**config.mk**
```make
export PLATFORM = sky130hd
export DESIGN_NAME = tdma_slot_scheduler
export DESIGN_NICKNAME = d
export VERILOG_FILES = /design/src/design/tss_pkg.sv /design/src/design/tss_ram.sv /design/src/design/tss_divider.sv /design/src/design/tdma_slot_scheduler.sv
export SDC_FILE = /design/constraint.sdc
export NUM_CORES = 2
export LEC_CHECK = 0
export ABC_CLOCK_PERIOD_IN_PS = 7600
export BUFFER_PORTS_ARGS = -buffer_cell sky130_fd_sc_hd__buf_2
export CORE_ASPECT_RATIO = 1.25
export CORE_MARGIN = 1.5
export CORE_UTILIZATION = 50
export CTS_BUF_LIST = sky130_fd_sc_hd__clkbuf_4 sky130_fd_sc_hd__clkbuf_8
export DETAILED_ROUTE_END_ITERATION = 8
export PLACE_DENSITY = 0.66
export REMOVE_ABC_BUFFERS = 1
export SETUP_SLACK_MARGIN = 0.4
export SLEW_MARGIN = 10
export SYNTH_ARGS = -nofsm -noshare
export SYNTH_HDL_FRONTEND = slang
export SYNTH_SLANG_ARGS = --single-unit
```
**constraint.sdc**
```tcl
create_clock -name clk -period 7.6 [get_ports clk]
set_input_delay 0.76 -clock clk [delete_from_list [all_inputs] [get_ports clk]]
set_output_delay 0.76 -clock clk [all_outputs]
set_load 0.005 [all_outputs]
```
**src/design/tss_pkg.sv**
```systemverilog
// tss_pkg: shared constants, command codes and config register indices for the TDMA slot scheduler.
// No dependencies.
package tss_pkg;
  localparam int MAX_SLOTS_DEF     = 16;
  localparam int DURATION_BITS_DEF = 28;
  localparam int TIME_W            = 48;
  localparam int CYC_W             = 32;
  localparam int ID_W              = 5;
  localparam int CODE_W            = 3;

  localparam logic [1:0] CMD_TICK  = 2'd0;
  localparam logic [1:0] CMD_WRITE = 2'd1;
  localparam logic [1:0] CMD_START = 2'd2;
  localparam logic [1:0] CMD_STOP  = 2'd3;

  localparam logic [1:0] REG_MAC_MODE = 2'd0;
  localparam logic [1:0] REG_OWN_ID   = 2'd1;
  localparam logic [1:0] REG_MIDDLE   = 2'd2;
  localparam logic [1:0] REG_COUNT    = 2'd3;
endpackage

```
**src/design/tss_ram.sv**
```systemverilog
// tss_ram: generic single-port synchronous RAM, registered read.
// No dependencies.
module tss_ram #(
  parameter int WIDTH = 8,
  parameter int DEPTH = 16
) (
  input  logic                     clk,
  input  logic                     we,
  input  logic [$clog2(DEPTH)-1:0] addr,
  input  logic [WIDTH-1:0]         wdata,
  output logic [WIDTH-1:0]         rdata
);
  logic [WIDTH-1:0] mem [DEPTH];

  always_ff @(posedge clk) begin
    if (we) begin
      mem[addr] <= wdata;
    end
    rdata <= mem[addr];
  end
endmodule

```
**src/design/tss_divider.sv**
```systemverilog
// tss_divider: restoring divider, one quotient bit per cycle; gives the remainder.
// Depends on tss_pkg.
module tss_divider import tss_pkg::*; (
  input  logic              clk,
  input  logic              rst_n,
  input  logic              start,
  input  logic [TIME_W-1:0] dividend,
  input  logic [CYC_W-1:0]  divisor,
  output logic              done,
  output logic [CYC_W-1:0]  remainder
);
  localparam int CNT_W = $clog2(TIME_W + 1);

  logic [TIME_W-1:0] q_r, q_nxt;
  logic [CYC_W:0]    rem_r, rem_nxt;
  logic [CNT_W-1:0]  cnt_r, cnt_nxt;
  logic              busy_r, busy_nxt;
  logic [CYC_W:0]    trial;

  always_comb begin
    q_nxt    = q_r;
    rem_nxt  = rem_r;
    cnt_nxt  = cnt_r;
    busy_nxt = busy_r;
    trial    = {rem_r[CYC_W-1:0], q_r[TIME_W-1]};
    if (start) begin
      q_nxt    = dividend;
      rem_nxt  = '0;
      cnt_nxt  = CNT_W'(TIME_W);
      busy_nxt = 1'b1;
    end else if (busy_r) begin
      q_nxt = {q_r[TIME_W-2:0], 1'b0};
      if (trial >= {1'b0, divisor}) begin
        rem_nxt  = trial - {1'b0, divisor};
        q_nxt[0] = 1'b1;
      end else begin
        rem_nxt = trial;
      end
      cnt_nxt = cnt_r - 1'b1;
      if (cnt_r == CNT_W'(1)) begin
        busy_nxt = 1'b0;
      end
    end
  end

  always_ff @(posedge clk) begin
    if (!rst_n) begin
      busy_r <= 1'b0;
      cnt_r  <= '0;
    end else begin
      busy_r <= busy_nxt;
      cnt_r  <= cnt_nxt;
    end
    q_r   <= q_nxt;
    rem_r <= rem_nxt;
  end

  assign done      = busy_r && (cnt_r == CNT_W'(1));
  assign remainder = rem_nxt[CYC_W-1:0];
endmodule

```
**src/design/tdma_slot_scheduler.sv**
```systemverilog
// TDMA slot scheduler. The slot table sits in one single-port RAM with a registered read.
// Every input transfer gives one result transfer, and no input is taken while a result
// waits, so a stalled output holds the input off. A tick reads the table entry, then
// gives its result; a write, a stop or an ignored start goes straight to the result. A
// start first makes a pass summing the durations of the N used slots through the RAM
// port, then a 48-step bit-serial division whose remainder aligns the first boundary
// (skipped for a zero cycle length); a mid-cycle start adds a skip pass over past slots.
// The next input can be taken in the cycle after the result transfer.
// Uses tss_pkg, tss_ram, tss_divider.
module tdma_slot_scheduler import tss_pkg::*; #(
  parameter int MAX_SLOTS     = MAX_SLOTS_DEF,
  parameter int DURATION_BITS = DURATION_BITS_DEF
) (
  input  logic                     clk,
  input  logic                     rst_n,
  input  logic                     cfg_we,
  input  logic [1:0]               cfg_index,
  input  logic [4:0]               cfg_data,
  input  logic                     in_valid,
  output logic                     in_ready,
  input  logic [1:0]               in_cmd,
  input  logic [3:0]               in_slot_index,
  input  logic [ID_W-1:0]          in_slot_src,
  input  logic [ID_W-1:0]          in_slot_dest,
  input  logic [CODE_W-1:0]        in_slot_rate,
  input  logic [CODE_W-1:0]        in_slot_kind,
  input  logic [DURATION_BITS-1:0] in_slot_duration_us,
  output logic                     out_valid,
  input  logic                     out_ready,
  output logic                     out_slot_started,
  output logic                     out_transmit,
  output logic [3:0]               out_slot_number,
  output logic [ID_W-1:0]          out_out_src,
  output logic [ID_W-1:0]          out_out_dest,
  output logic [CODE_W-1:0]        out_out_rate,
  output logic [CODE_W-1:0]        out_out_kind,
  output logic                     out_running,
  output logic                     out_write_rejected
);
  localparam int AW  = $clog2(MAX_SLOTS);
  localparam int CW  = $clog2(MAX_SLOTS + 1);
  localparam int EW  = 2 * ID_W + 2 * CODE_W + DURATION_BITS;
  localparam int SUMW = CYC_W + CW;

  localparam logic [3:0] S_IDLE  = 4'd0;
  localparam logic [3:0] S_TRD   = 4'd1;
  localparam logic [3:0] S_TUSE  = 4'd2;
  localparam logic [3:0] S_SRD   = 4'd3;
  localparam logic [3:0] S_SACC  = 4'd4;
  localparam logic [3:0] S_DIV   = 4'd5;
  localparam logic [3:0] S_DWAIT = 4'd6;
  localparam logic [3:0] S_MUL   = 4'd7;
  localparam logic [3:0] S_KRD   = 4'd8;
  localparam logic [3:0] S_KUSE  = 4'd9;
  localparam logic [3:0] S_OUT   = 4'd10;

  logic [3:0] st_r, st_nxt;
  logic mode_r, middle_r;
  logic [ID_W-1:0] own_r;
  logic [4:0] count_r;

  logic [TIME_W-1:0] now_r, now_nxt, nst_r, nst_nxt;
  logic [AW-1:0] cur_r, cur_nxt;
  logic act_r, act_nxt;
  logic [CYC_W-1:0] cyc_r, cyc_nxt;
  logic [SUMW-1:0] sum_r, sum_nxt;
  logic [CW-1:0] k_r, k_nxt;

  logic o_valid_r, o_valid_nxt;
  logic o_st_r, o_st_nxt, o_tx_r, o_tx_nxt, o_rej_r, o_rej_nxt;
  logic [3:0] o_num_r, o_num_nxt;
  logic [ID_W-1:0] o_src_r, o_src_nxt, o_dst_r, o_dst_nxt;
  logic [CODE_W-1:0] o_rate_r, o_rate_nxt, o_kind_r, o_kind_nxt;
  logic [CYC_W-1:0] rmd_r, rmd_nxt;

  logic ram_we;
  logic [AW-1:0] ram_addr;
  logic [EW-1:0] ram_wdata, ram_rdata;
  logic [DURATION_BITS-1:0] e_dur;
  logic [ID_W-1:0] e_src, e_dst;
  logic [CODE_W-1:0] e_rate, e_kind;

  logic div_start, div_done;
  logic [CYC_W-1:0] div_rem;

  logic [CW-1:0] used;
  logic in_fire;
  logic [AW-1:0] cur_pos;
  logic [TIME_W-1:0] nst_align;
  logic [TIME_W-1:0] nst_step;

  assign used = (int'(count_r) > MAX_SLOTS) ? CW'(MAX_SLOTS) : CW'(count_r);
  assign in_ready = (st_r == S_IDLE) && !o_valid_r;
  assign in_fire = in_valid && in_ready;
  assign cur_pos = ({1'b0, cur_r} < (AW+1)'(MAX_SLOTS)) ? cur_r : '0;
  assign {e_src, e_dst, e_rate, e_kind, e_dur} = ram_rdata;
  // next multiple of the cycle length: now - (now mod cycle) + cycle
  assign nst_align = now_r - TIME_W'(rmd_r) + TIME_W'(cyc_r);
  assign nst_step = nst_r + TIME_W'(e_dur);

  tss_ram #(.WIDTH(EW), .DEPTH(MAX_SLOTS)) u_ram (
    .clk(clk), .we(ram_we), .addr(ram_addr), .wdata(ram_wdata), .rdata(ram_rdata)
  );

  tss_divider u_div (
    .clk(clk), .rst_n(rst_n), .start(div_start), .dividend(now_r), .divisor(cyc_r),
    .done(div_done), .remainder(div_rem)
  );

  always_comb begin
    st_nxt = st_r;
    now_nxt = now_r; nst_nxt = nst_r; cur_nxt = cur_r; act_nxt = act_r;
    cyc_nxt = cyc_r; sum_nxt = sum_r; k_nxt = k_r; rmd_nxt = rmd_r;
    o_valid_nxt = o_valid_r && !out_ready;
    o_st_nxt = o_st_r; o_tx_nxt = o_tx_r; o_rej_nxt = o_rej_r; o_num_nxt = o_num_r;
    o_src_nxt = o_src_r; o_dst_nxt = o_dst_r; o_rate_nxt = o_rate_r; o_kind_nxt = o_kind_r;
    ram_we = 1'b0;
    ram_addr = cur_pos;
    ram_wdata = {in_slot_src, in_slot_dest, in_slot_rate, in_slot_kind, in_slot_duration_us};
    div_start = 1'b0;
    case (st_r)
      S_IDLE: begin
        if (in_fire) begin
          o_st_nxt = 1'b0; o_tx_nxt = 1'b0; o_rej_nxt = 1'b0; o_num_nxt = '0;
          o_src_nxt = '0; o_dst_nxt = '0; o_rate_nxt = '0; o_kind_nxt = '0;
          case (in_cmd)
            CMD_TICK: begin
              now_nxt = now_r + 1'b1;
              st_nxt = S_TRD;
            end
            CMD_WRITE: begin
              if (act_r) begin
                o_rej_nxt = 1'b1;
              end else if (int'(in_slot_index) < MAX_SLOTS) begin
                ram_we = 1'b1;
                ram_addr = AW'(in_slot_index);
              end
              st_nxt = S_OUT;
            end
            CMD_START: begin
              if (act_r || used == '0) begin
                st_nxt = S_OUT;
              end else begin
                sum_nxt = '0; k_nxt = '0; cur_nxt = '0;
                st_nxt = S_SRD;
              end
            end
            default: begin
              act_nxt = 1'b0; cur_nxt = '0;
              st_nxt = S_OUT;
            end
          endcase
        end
      end
      S_TRD: st_nxt = S_TUSE;
      S_TUSE: begin
        if (act_r && now_r >= nst_r) begin
          o_st_nxt = 1'b1;
          o_num_nxt = 4'(cur_pos);
          o_src_nxt = e_src; o_dst_nxt = e_dst; o_rate_nxt = e_rate; o_kind_nxt = e_kind;
          o_tx_nxt = mode_r ? (e_src != '0) : (e_src == own_r);
          nst_nxt = nst_step;
          cur_nxt = ((CW'(cur_pos) + 1'b1) >= used) ? '0 : cur_pos + 1'b1;
        end
        st_nxt = S_OUT;
      end
      S_SRD: begin
        ram_addr = AW'(k_r);
        st_nxt = S_SACC;
      end
      S_SACC: begin
        sum_nxt = sum_r + SUMW'(e_dur);
        k_nxt = k_r + 1'b1;
        if (k_r + 1'b1 >= used) begin
          st_nxt = S_DIV;
        end else begin
          st_nxt = S_SRD;
        end
      end
      S_DIV: begin
        cyc_nxt = (sum_r > SUMW'({CYC_W{1'b1}})) ? {CYC_W{1'b1}} : CYC_W'(sum_r);
        act_nxt = 1'b1;
        if (cyc_nxt == '0) begin
          nst_nxt = now_r;
          st_nxt = S_OUT;
        end else begin
          st_nxt = S_DWAIT;
        end
      end
      S_DWAIT: begin
        div_start = (k_r != '0);
        k_nxt = '0;
        if (div_done) begin
          rmd_nxt = div_rem;
          st_nxt = S_MUL;
        end
      end
      S_MUL: begin
        nst_nxt = nst_align;
        if (middle_r && used > CW'(1)) begin
          nst_nxt = nst_align - TIME_W'(cyc_r);
          st_nxt = S_KRD;
        end else begin
          st_nxt = S_OUT;
        end
      end
      S_KRD: begin
        if (k_r < used && nst_r < now_r) begin
          st_nxt = S_KUSE;
        end else begin
          st_nxt = S_OUT;
        end
      end
      S_KUSE: begin
        nst_nxt = nst_step;
        cur_nxt = ((CW'(cur_pos) + 1'b1) >= used) ? '0 : cur_pos + 1'b1;
        k_nxt = k_r + 1'b1;
        st_nxt = S_KRD;
      end
      S_OUT: begin
        o_valid_nxt = 1'b1;
        st_nxt = S_IDLE;
      end
      default: st_nxt = S_IDLE;
    endcase
  end

  always_ff @(posedge clk) begin
    if (!rst_n) begin
      st_r <= S_IDLE;
      mode_r <= 1'b0; own_r <= ID_W'(1); middle_r <= 1'b0; count_r <= '0;
      now_r <= '0; nst_r <= '0; cur_r <= '0; act_r <= 1'b0; cyc_r <= '0;
      o_valid_r <= 1'b0;
      k_r <= '0;
    end else begin
      st_r <= st_nxt;
      now_r <= now_nxt; nst_r <= nst_nxt; cur_r <= cur_nxt; act_r <= act_nxt;
      cyc_r <= cyc_nxt; o_valid_r <= o_valid_nxt; k_r <= k_nxt;
      if (cfg_we) begin
        case (cfg_index)
          REG_MAC_MODE: mode_r <= cfg_data[0];
          REG_OWN_ID:   own_r <= cfg_data;
          REG_MIDDLE:   middle_r <= cfg_data[0];
          REG_COUNT:    count_r <= cfg_data;
          default: ;
        endcase
      end
    end
    sum_r <= sum_nxt; rmd_r <= rmd_nxt;
    o_st_r <= o_st_nxt; o_tx_r <= o_tx_nxt; o_rej_r <= o_rej_nxt; o_num_r <= o_num_nxt;
    o_src_r <= o_src_nxt; o_dst_r <= o_dst_nxt; o_rate_r <= o_rate_nxt;
    o_kind_r <= o_kind_nxt;
  end

  assign out_valid = o_valid_r;
  assign out_slot_started = o_st_r;
  assign out_transmit = o_tx_r;
  assign out_slot_number = o_num_r;
  assign out_out_src = o_src_r;
  assign out_out_dest = o_dst_r;
  assign out_out_rate = o_rate_r;
  assign out_out_kind = o_kind_r;
  assign out_running = act_r;
  assign out_write_rejected = o_rej_r;

  a_ready_idle: assert property (@(posedge clk) disable iff (!rst_n)
    in_ready |-> (st_r == S_IDLE)) else $error("ready outside idle");
  a_out_once: assert property (@(posedge clk) disable iff (!rst_n)
    (st_r == S_OUT) |=> o_valid_r) else $error("result not presented");
  a_rej_quiet: assert property (@(posedge clk) disable iff (!rst_n)
    (o_valid_r && o_rej_r) |-> !o_st_r) else $error("reject with slot start");
  a_cur_stopped: assert property (@(posedge clk) disable iff (!rst_n)
    (st_r == S_IDLE && !act_r) |-> (cur_r == '0))
    else $error("slot index kept while stopped");
endmodule
```
Word-level counts from Yosys, hierarchy flattened. Memories as Yosys holds them, arrays and structs flattened. A register that Yosys moved wholly into a read port is not among the register bits. Cells that the tools add are included.

RAM bits: 704. Memories: 1. Input bits: 62. Bits in read-only memories: 0. Output and inout bits: 26. Flip-flop bits (word level): 334. Latch bits: 0.

Add/sub/neg operators: 11. Multiplexer cells: 75. Reductions and logical operators: 42. Multiply operators: 0. Shift operators: 0. Divide/modulo/power cells: 0. Bitwise operators: 1. Eq/ne operators: 26. $lt $le $gt $ge: 9.

Memory list: u_ram.mem (words 16, width 44, read ports 1, clocked after Yosys merged registers in 1, write ports 1, line tss_ram.sv:13) `logic [WIDTH-1:0] mem [DEPTH];`.

Operators with widths (number): 48-bit two-way mux (5); 48-bit case mux with 4 select lines (1); 32-bit two-way mux (4); 37-bit two-way mux (3); 48-bit by 32-bit subtractor with 48-bit output (2); 37-bit case mux with 2 select lines (1); 4-bit two-way mux (13); 48-bit by 1-bit adder with 48-bit output (second input constant) (1); 48-bit by 28-bit adder with 48-bit output (1); 48-bit by 32-bit adder with 48-bit output (1); 48-bit greater-or-equal comparator (1); 48-bit less-than comparator (1); 4-bit case mux with 10 select lines (1); 37-bit by 28-bit adder with 37-bit output (1); 37-bit by 32-bit > comparator with 1-bit output (second input constant) (1); 5-bit two-way mux (7); 33-bit by 32-bit greater-or-equal comparator with 1-bit output (1); 32-bit zero test (1); 4-bit case mux with 2 select lines (4); 32-bit subtractor (1); 5-bit case mux with 2 select lines (2); 1-bit two-way mux (19); 4-bit by 3-bit == test with 1-bit output (second input constant) (4); 5-bit case mux with 3 select lines (1); 41 further kinds (87).

Depth between registers and ports, before layout.
Depth in word-level cells: 8. Depth in mapped cells: 25. Gate-level depth less buffers: 25.

Modules after synthesis. A second synthesis with hierarchy kept.

Cells, all modules: 4317. Area, all modules: 54417.2 µm².

Modules (own cells, without submodules): tss_ram (times used 1, cells an instance 1143, area an instance 27252.4 µm²); tdma_slot_scheduler (times used 1, cells an instance 2576, area an instance 21339.2 µm²); tss_divider (times used 1, cells an instance 598, area an instance 5825.6 µm²).

Worst setup path before layout. No wires, ideal clock.

Path type: input -> register. Start: input in_cmd[0]. End: memory u_ram.mem[12][0] in the netlist's numbering (enable). Library setup time: 0.500 ns. Path slack: 1.511 ns. Required time: 7.100 ns. Data arrival time: 5.590 ns. Cell stages on the path: 9. Cells stage by stage: inv_1 nor4_4 nor2_1 a21oi_1 clkbuf_1 buf_2 buf_1 nand3_1 nor3_1.

Word-level cells in the longest chain between the ends: 6. Elaborated cells between the ends (all ways): 9. Those cells by class: eq/ne: 1; mux: 8.

RTL lines: start: declaration (line tdma_slot_scheduler.sv:21) `input logic [1:0] in_cmd,`; 2-bit by 1-bit == test with 1-bit output * (line tdma_slot_scheduler.sv:126) `case (in_cmd)`; 1-bit two-way mux (line tdma_slot_scheduler.sv:126); 1-bit two-way mux (line tdma_slot_scheduler.sv:123) `if (in_fire) begin`; 1-bit two-way mux (line tdma_slot_scheduler.sv:121) `case (st_r)`; 1-bit two-way mux (line tss_ram.sv:16) `if (we) begin`; 1-bit two-way mux (implied by the code) (line tss_ram.sv:17) `mem[addr] <= wdata;`; end: declaration (line tss_ram.sv:13).

Mark *: on every way between the ends. The rest lies on a longest branch, timed or not.

Final worst setup path.
Start: register cyc_r[1]. End: register nst_r[45].

Word-level cells in the longest chain between the ends: 4.

RTL lines: start: declaration (line tdma_slot_scheduler.sv:65) `logic [CYC_W-1:0] cyc_r, cyc_nxt;`; start signal: assignment (line tdma_slot_scheduler.sv:238) `cyc_r <= cyc_nxt; o_valid_r <= o_valid_nxt; k_r <= k_nxt;`; 48-bit by 32-bit adder with 48-bit output (line tdma_slot_scheduler.sv:98) `assign nst_align = now_r - TIME_W'(rmd_r) + TIME_W'(cyc_r);`; 48-bit by 32-bit subtractor with 48-bit output (line tdma_slot_scheduler.sv:201) `nst_nxt = nst_align - TIME_W'(cyc_r);`; 48-bit two-way mux * (line tdma_slot_scheduler.sv:200) `if (middle_r && used > CW'(1)) begin`; 48-bit case mux with 4 select lines * (line tdma_slot_scheduler.sv:121); end signal: assignment (line tdma_slot_scheduler.sv:237) `now_r <= now_nxt; nst_r <= nst_nxt; cur_r <= cur_nxt; act_r <= act_nxt;`; end: declaration (line tdma_slot_scheduler.sv:62) `logic [TIME_W-1:0] now_r, now_nxt, nst_r, nst_nxt;`.

Marked as above. A chain may end at the register's enable or synchronous reset.

==> results.txt <==
- In the routed layout, each cell is associated on average with a via count of just under 6.
- Dominant cell by count in the synthesized netlist: edfxtp_1
- Summing every instance area after synthesis gives 54600 µm².
- Area leader, netlist: edfxtp_1
- Average wire per cell in the routed design: ~23 µm
- Final Hold Viols: 0
- Leading post-synthesis cells by instance count: edfxtp_1, nand2_1, a21oi_1
* Floorplan die width: between 200 and 300 µm
* Flop-to-flop setup slack: approximately 1.4 ns
* CP Max Fanout: 6
* Number of unique standard cell types used by synthesis: 100
- For the pin with the worst max-slew slack, the measured transition is 1.31 ns.
- Pin count of the biggest net entering global routing: 246
- Rel. slew slack: between 10% and 20%
* Share of cells above drive strength 1: 11.2%
- The total overflow left after global routing is 0.
- Primary FF master, synth: edfxtp_1
* Clock transition at the registers of the reported paths: 0.06 ns
* Initial core utilization: around half
- After clock tree synthesis, the repair step resized 0 gates.
- Compared with the post-synthesis result, the final layout area differs by 10.5%.
- Total wire length after detailed routing: 148000 µm
- The detail route stage leaves a number of antenna-violating nets equal to 0.
* Number of synthesis warnings: 0
* Worst-case clock buffer depth: 3
- Summing all multi-input logic gate instances after layout gives roughly 23000 µm².
* Data required time at the worst endpoint: about 8.4 ns
* Number of antenna violations at the first check in global routing: 18
- Synthesis produced a netlist whose cell count is between 4000 and 5000.
* DIE HEIGHT: around 370 µm
* Fraction of synthesized cell area taken by the top area cell type: 46.5%
- In the global route stage, overall resource usage came out at a little over a quarter.
- Proportion of synthesized flip-flops having asynchronous set or reset: 0%
- Buffer cell driving the clock tree root: clkbuf_8
- The first detailed-routing pass ran for 7 iterations.
- For this design, the CTS-stage hold fixing added 0 buffers.
* Cell row count: roughly 140
- The min-delay analysis places its worst path in the category in -> reg.
- By startpoint and endpoint, the worst setup path is classified as reg -> reg.
- Minimum hold slack: around 0.13 ns
- The die covers 111000 µm².
- Setup violations remaining at the end of the flow were counted as 0.
- In the final design database the tool counted 5338 nets.
* Routability-driven placement congestion ratio: 0.975
- The worst path in the final design needs a cycle of approximately 6.2 ns, including I/O delays and setup.
- Fill cells in the final layout number 9216.
- Wire length of the first global-routing pass: 224000 µm
- The H-tree was split into 4 levels.
- EDFF count, synth: roughly 840
- Derived from the worst setup path, the maximum achievable clock frequency is between 0.15 and 0.2 GHz.
- Number of register bits inferred by synthesis: around 1100
* DP HPWL: between 90000 and 100000 µm
- Setup repair after global routing left no endpoint under its margin.
- STA classifies the critical path endpoint as a flip-flop.
* Hold Path Depth: 3
- Number of port buffers: between 80 and 90
- Accumulated negative setup slack: 0 ns
- Sinks on the clock net: 1082
- Clk Latency, worst-skew pair: 0.93 ns
- Leakage component of the power: ~22 nW
* Number of vias after detailed routing: just under 40000
- Seq/Total Area, Yosys: roughly 55%
* Pre-CTS setup slack: roughly 1.4 ns
- ~90 I/O pins were placed.
- Logic depth of the worst register-to-register path: 22
* Max cap viols: 0
- The worst setup path is launched from a flip-flop.
- Register area: between 30000 and 40000 µm²
- TritonCTS built the clock tree.
- After synthesis, the mean cell area works out to 11.1 µm².
- Worst-case clock skew: 0.0534 ns
* Data arrival time of the critical path: 7.01 ns
* Core ar.: 108000 µm²
* Max-slew violations: 0
- Power per cell area: around 260 nW/µm²
- Number of buffers inserted by post-CTS setup repair: 0
- Outcome: finished clean
* DR iter-0 viols: 3091
* Count of unresolved DRC violations after routing: 0
- Worst-case setup margin in the final layout: ~1.4 ns
- TritonCTS created 170 clock buffers.
* Number of global-route vias before repair: between 30000 and 40000
- Ranked by total cell area, the synthesized netlist is headed by edfxtp_1, dfxtp_1, ha_1.
- In the finished design, the share of the clock period the worst path needs comes to roughly 82%.
* Peak ir drop on the vdd network: 199 µV
[kinds of logic after synthesis]
group,after synthesis,share of synthesized area (%)
AND/OR/NAND/NOR,1450,12.9
AO/OA/AOI/OAI,1398,17.5
buffers and inverters,462,3.36
adder cells (fa/ha/maj),286,7.05
flip-flops,1082,55.2
XOR/XNOR,215,3.47
multiplexers,30,0.557
[per-layer routing]
metal | vias to the layer above | wire, µm | track usage, %
li1 | 18500 | - | -
met1 | 19100 | 60100 | 32.0
met2 | 1121 | 72800 | 45.3
met3 | 354 | 8470 | 4.77
met4 | 18 | 6780 | 13.3
met5 | - | 111 | 0
[report_power, final]
group	internal [W]	leakage, nW	total [W]	switching, W
Combinational	0.00128	10.7	0.00341	0.00213
Clock	0.00287	1.96	0.00527	0.00240
Sequential	0.00668	9.59	0.00692	0.000244
[sequential cells by signal, summed over array words and instances (netlist names), 4 cells and up]
register	count
sum_r	37
u_div.cnt_r	6
nst_r	48
u_ram.mem	704
now_r	48
k_r	5
u_div.q_r	48
out_slot_number	4
out_out_dest	5
count_r	5
st_r	4
cur_pos	4
u_ram.rdata	44
out_out_src	5
cyc_r	32
own_r	5
rmd_r	32
u_div.rem_r	32
[layout by cell type (no fill, tap or decap), drive strengths merged, types with 23 or more instances in the layout]
master,Yosys,final
clkbuf,206,270
a311oi,89,89
xor2,77,77
and2,80,80
ha,250,250
nand2b,32,32
a31oi,117,117
o221a,32,32
a211oi,262,262
xnor2,138,138
nor2,197,197
and3,41,41
o21ai,221,221
nand3,74,74
nor2b,224,224
a21o,109,109
buf,58,159
edfxtp,844,844
nand2,606,606
dfxtp,238,238
o21a,37,37
nand4,35,35
clkinv,0,32
nor4,25,25
or3,23,23
inv,198,210
mux2i,27,27
o21bai,23,23
fa,36,36
a21oi,316,316
nor3,64,64
[final cells by class]
class                           instances  share of cell area (%)
Antenna cell                           11                  0.0457
Clock buffer                          270                    5.42
Clock inverter                         50                   0.706
Inverter                              198                    1.23
Multi-Input combinational cell       3379                    37.9
Sequential cell                      1082                    49.9
Tap cell                             1438                    2.98
Timing Repair Buffer                  159                    1.79
[final timing paths]
kind | from | to
worst max register to register | cyc_r[1] | nst_r[45]
worst min-delay path | cfg_data[0] | own_r[0]
worst max-delay path | cyc_r[1] | nst_r[45]
worst min register to register | u_div.rem_r[31] | u_div.rem_r[31]
[through the flow]
stage	util [%]	total power [W]	instance area (µm²)	instances
detailed placement	52.3	0.0104	56600	6256
CTS	55.7	0.0157	60300	6576
floorplan	-	0.00929	53500	4659
global route	55.7	0.0163	60300	6583
global placement	52.3	0.0103	56600	6256
finish	55.7	0.0156	60300	6587
[critical path, cell delays in order (launching register included)]
cell and delay, ns:
dfxtp_1 0.38, inv_1 0.14, fa_1 0.52, inv_1 0.07, fa_1 0.45, a21o_1 0.20
o2111ai_1 0.13, a211oi_1 0.24, or2_2 0.34, a21boi_0 0.48, o21ai_0 0.20, xor2_1 0.31
ha_1 0.36, a21o_1 0.20, a221o_1 0.38, a21o_1 0.16, a41o_1 0.30, a211oi_4 0.34
nand3_4 0.19, nor2_2 0.20, nor4b_2 0.27, nand4b_1 0.16, nand3_1 0.08
Power figures use the tool's default switching activity.
